`src/sv/lap3_pkg.sv`:
```
// shared types, constants and kernel arithmetic for the laplacian gray filter
`default_nettype none

package lap3_pkg;

  localparam int PIX_W          = 8;
  localparam int SUM_W          = 12;
  localparam int DIM_W          = 13;
  localparam int WIDTH_REG_W    = 11;
  localparam int HEIGHT_REG_W   = 13;
  localparam int ROW_W          = 12;
  localparam int MAX_WIDTH_DEF  = 1024;
  localparam int MAX_HEIGHT     = 4096;
  localparam int WIDTH_RESET    = 640;
  localparam int HEIGHT_RESET   = 480;
  localparam int GRAY_SUM_W     = 10;
  localparam int RECIP_3        = 683;
  localparam int RECIP_SHIFT    = 11;
  localparam int RECIP_PROD_W   = 20;
  localparam int APB_ADDR_W     = 3;
  localparam int APB_DATA_W     = 32;
  localparam int KCOL_CUR       = 2;

  // kernel indexed [row][column], row 0 is the oldest line
  localparam int KERNEL [3][3] = '{'{0, -1, 0}, '{-1, 4, -1}, '{0, -1, 0}};

  typedef enum logic {
    REG_IMAGE_WIDTH  = 1'b0,
    REG_IMAGE_HEIGHT = 1'b1
  } lap3_reg_e;

  // one window column: two rows up, one row up, current row
  typedef struct packed {
    logic [PIX_W-1:0] top;
    logic [PIX_W-1:0] mid;
    logic [PIX_W-1:0] bot;
  } lap3_col_t;

  function automatic logic signed [SUM_W-1:0] lap3_col_sum(input int kcol,
                                                           input lap3_col_t col);
    int acc;
    acc = KERNEL[0][kcol] * int'(col.top)
        + KERNEL[1][kcol] * int'(col.mid)
        + KERNEL[2][kcol] * int'(col.bot);
    return SUM_W'(acc);
  endfunction

endpackage

`default_nettype wire

```
`src/sv/lap3_cell.sv`:
```
// one window column cell: holds a column and hands it to the next older cell
`default_nettype none

module lap3_cell
  import lap3_pkg::*;
#(
  parameter int KCOL = 1
) (
  input  wire logic                    clk_i,
  input  wire logic                    rst_ni,
  input  wire logic                    shift_i,
  input  wire lap3_col_t               col_i,
  output lap3_col_t                    col_o,
  output logic signed [SUM_W-1:0]      part_o
);

  lap3_col_t col_q;

  always_ff @(posedge clk_i or negedge rst_ni) begin
    if (!rst_ni) begin
      col_q <= '0;
    end else if (shift_i) begin
      col_q <= col_i;
    end
  end

  assign col_o  = col_q;
  assign part_o = lap3_col_sum(KCOL, col_q);

endmodule

`default_nettype wire

```
`config.mk`:
```
export PLATFORM = sky130hd
export DESIGN_NAME = lap3_cell
export DESIGN_NICKNAME = d
export VERILOG_FILES = /design/src/sv/lap3_pkg.sv /design/src/sv/lap3_cell.sv
export SDC_FILE = /design/constraint.sdc
export NUM_CORES = 1
export LEC_CHECK = 0
export ABC_AREA = 1
export BUFFER_PORTS_ARGS = -buffer_cell sky130_fd_sc_hd__buf_2
export CAP_MARGIN = 20
export CORE_MARGIN = 5
export CORE_UTILIZATION = 25
export CTS_BUF_LIST = sky130_fd_sc_hd__clkbuf_8
export DETAILED_ROUTE_END_ITERATION = 12
export PLACE_DENSITY = 0.5
export REMOVE_ABC_BUFFERS = 1
export SKIP_LAST_GASP = 1
export SLEW_MARGIN = 30
export SYNTH_ARGS = -nofsm -noshare
export SYNTH_HDL_FRONTEND = slang
export SYNTH_SLANG_ARGS = --single-unit
export TNS_END_PERCENT = 10
```
`constraint.sdc`:
```
create_clock -name clk_i -period 2.1 [get_ports clk_i]
set_clock_uncertainty 0.05 [all_clocks]
set_input_delay 0.21 -clock clk_i [delete_from_list [all_inputs] [get_ports clk_i]]
set_output_delay 0.21 -clock clk_i [all_outputs]
set_load 0.01 [all_outputs]
```
==> results.txt <==
- For this run, the detailed router's first-pass iteration total came to 4.
* Largest stage delay on the critical path: between 0.3 and 0.4 ns
- Counting along the longest clock path gives a buffer depth of 2.
- Synthesis-to-layout area growth: 50.4%
* First-pass GRT wire length: around 6200 um
- Walking the worst path, the cells encountered are ha_1, inv_1, ha_2, inv_2, fa_2, inv_2, nand2_1, nand2_2, nand3_2, nand3_1, nand2_1, buf_2.
* Number of core rows: 28
- Yosys printed 0 warnings.
- HPWL after DPL: 3100 um
- For the worst setup path, the data arrival time is ~2.2 ns.
- Sequential cells were found to cover about two fifths of the synthesized design area.
- Clock-pin slew was measured on the worst setup and hold paths at 0.08 ns.
- Type of the worst min-delay path: in -> reg
- Buffers and inverters on the worst path: 4
- Max Transition Viols Final: 0
- ANT nets after route: 0
- From bottom edge to top edge, the die measures roughly 88 um.
* Number of top-level pins: 63
- CTS built an H-tree with a depth of 1.
* Largest net degree at the start of global routing: 30
* Diodes inserted: 0
* Distinct cell type count of the synthesized netlist: 18
- The checks that failed: setup timing.
- STA puts the critical path data required time at around 1.8 ns.
- Area of the mapped netlist: ~0.0015 mm2
* Slew at the pin closest to its max-slew limit: about 0.57 ns
- For this run, design rule violations remaining after detail routing come to 0.
- The initial antenna violation count was 0.
- PnR worst setup slack: -0.325 ns
- The worst setup path is launched from a flip-flop.
* FMAX: approximately 410 MHz
- Across the run, the number of max-cap violations was 0.
- The analysis attributes to cell leakage a power of 1.24 nW.
* Via count: between 1,000 and 1,500
- Input and output buffers added on the ports amount to 62.
- The die covers roughly 0.0077 mm2.
- The register with the most flip-flops in the layout has 24 of them.
* Part of the cycle the worst path needs: 115%
- Unrepaired setup endpoints after global routing: true
- For this block, the initial DRC count from the detailed router was 49.
- The post-route netlist has 43.5% of its cells at a drive strength greater than 1.
- Run status: finished, violations left
- Avg WL per Cell: 10.9 um
* CTS tree: built
* Worst setup timing slack at the placement stage: -0.226 ns
- Hold Slack: 0.0959 ns
* Final period demand of the worst path: 2.43 ns
* Routability-driven placement congestion ratio: roughly 0.76
* Post-Syn Instances: approximately 180
- After filler insertion, the fill cell instance count of the layout stands at roughly 630.
* Setup crit end kind: output pin
- Core Area: just under 0.006 mm2
- In this run, placement finished with an instance count of 339.
- TNS Setup: -2.51 ns
* Total gr overflow: 0
* Slowest cell on the critical path: dfrtp_1
- Clock tree synthesis inserted a total of 3 buffers.
- Cell at the root of the clock tree: clkbuf_8
* Average size of a mapped cell: approximately 8.6 um2
- The critical path is of the reg -> out type.
- In the final design database the tool counted 315 nets.
- The via count of the first global-routing pass is 1,428.
- Worst-path fanout max: 2
- P per Cell Area: roughly 850 mW/mm2
- Fin. Hold Viols: 0
* Most frequent cells in the layout: buf_2, nand2_1, inv_1
- Setup violations remaining at the end of the flow were counted as 10.
- Insertion delay to the later sink of the worst-skew pair: approximately 0.26 ns
* Effective utilization at floorplan: 25.6%
- The clock net in this run drives a total of 24 sinks.
* Global-route usage over all layers: approximately a tenth
- Headroom to the max-slew limit came out at between 60% and 70%.
- The die is 87.9 um wide.
* Most common cell after layout, fill and taps aside: buf_2
- In this design, the largest share of critical-path delay is due to adder cells.
- Dividing the detail-routed via count by the number of cells gives roughly 4.
- VDD IR max: between 0.3 and 0.4 mV
- Counting flops and latches in the post-synthesis netlist gives 24.
- Once layout is complete, the cells apart from fillers number around 340.
- After detailed routing, the total wire length is between 3000 and 4000 um.
==> cell usage after synthesis <==
| library cell | instances | share of area, % |
|---|---|---|
| inv_1 | 37 | 9.2 |
| nand4_1 | 1 | 0.41 |
| nor2_1 | 5 | 1.2 |
| fa_1 | 7 | 9.2 |
| xnor2_1 | 3 | 1.7 |
| nand3_1 | 8 | 2.6 |
| clkbuf_1 | 1 | 0.25 |
| dfrtp_1 | 24 | 40 |
| a21oi_4 | 1 | 1.1 |
| buf_4 | 2 | 0.99 |
| nand2_1 | 49 | 12 |
| buf_2 | 1 | 0.33 |
| mux2_1 | 7 | 5.2 |
| mux2_2 | 2 | 1.5 |
| ha_1 | 10 | 8.2 |
| o21ai_0 | 15 | 4.9 |
| a21oi_1 | 3 | 0.99 |
| or2_1 | 1 | 0.41 |
==> metal layers <==
metal | vias up | track usage [%] | share of wire, %
met5 | - | 0 | 0
met4 | 0 | 4.88 | 1.6
met3 | 4 | 1.22 | 3.6
met2 | 24 | 16.8 | 48
met1 | 599 | 13.2 | 47
li1 | 729 | - | -
==> where the power goes <==
part           internal [mW]  leakage, nW  switching [mW]
logic                  0.553        0.929           0.588
registers              0.505        0.287          0.0265
clock network          0.128       0.0216           0.143
==> metrics by stage <==
stage / total power, mW / area [um2] / utilization [%]
floorplan: 1.12 / 1490 / -
global route: 2.15 / 2280 / 38.5
detailed placement: 1.57 / 2120 / 35.7
global placement: 1.56 / 2120 / 35.7
finish: 1.94 / 2280 / 38.5
CTS: 1.92 / 2220 / 37.5
==> worst register-to-register path, stage by stage (launching register included) <==
cell,delay [ns]
dfrtp_1,0.39
buf_4,0.13
buf_4,0.12
mux2_1,0.27
==> what timing repair did <==
action / in CTS / in global routing
setup endpoints to repair: 10 / 10
resized for setup: 10 / 9
pin swaps: 5 / 9
hold buffers: 1 / 0
endpoints found under the hold margin: 24 / 0
buffers inserted: 0 / 1
==> worst paths after layout <==
path / startpoint / to / slack [ns] / depth (start not counted)
setup reg to reg: col_o[17] / col_o[17] / 1.04 / 3
hold reg to reg: col_o[14] / col_o[14] / 0.49 / 1
hold / removal: col_i[0] / col_o[0] / 0.1 / 3
min in group asynchronous: rst_ni / col_o[9] / 0.42 / 2
max in group asynchronous: rst_ni / col_o[23] / 1.20 / 2
setup / recovery: col_o[17] / part_o[9] / -0.33 / 12
==> cell families after synthesis <==
logic type	Yosys count	share of synthesized area [%]
XOR/XNOR	3	1.73
flip-flops	24	39.6
AND/OR/NAND/NOR	64	16.8
AO/OA/AOI/OAI	19	7.01
multiplexers	9	6.68
buffers and inverters	41	10.7
adder cells (fa/ha/maj)	17	17.5
==> layout make-up <==
type                       instances  area, um2  area share [%]
timing repair buffer              93        546            23.9
tap                               75       93.8            4.11
sequential                        24        601            26.3
inverter                          37        139            6.09
multi-input combinational        112        862            37.8
clock buffer                       3       41.3            1.81
No activity file was read; power rests on OpenSTA's default activity.
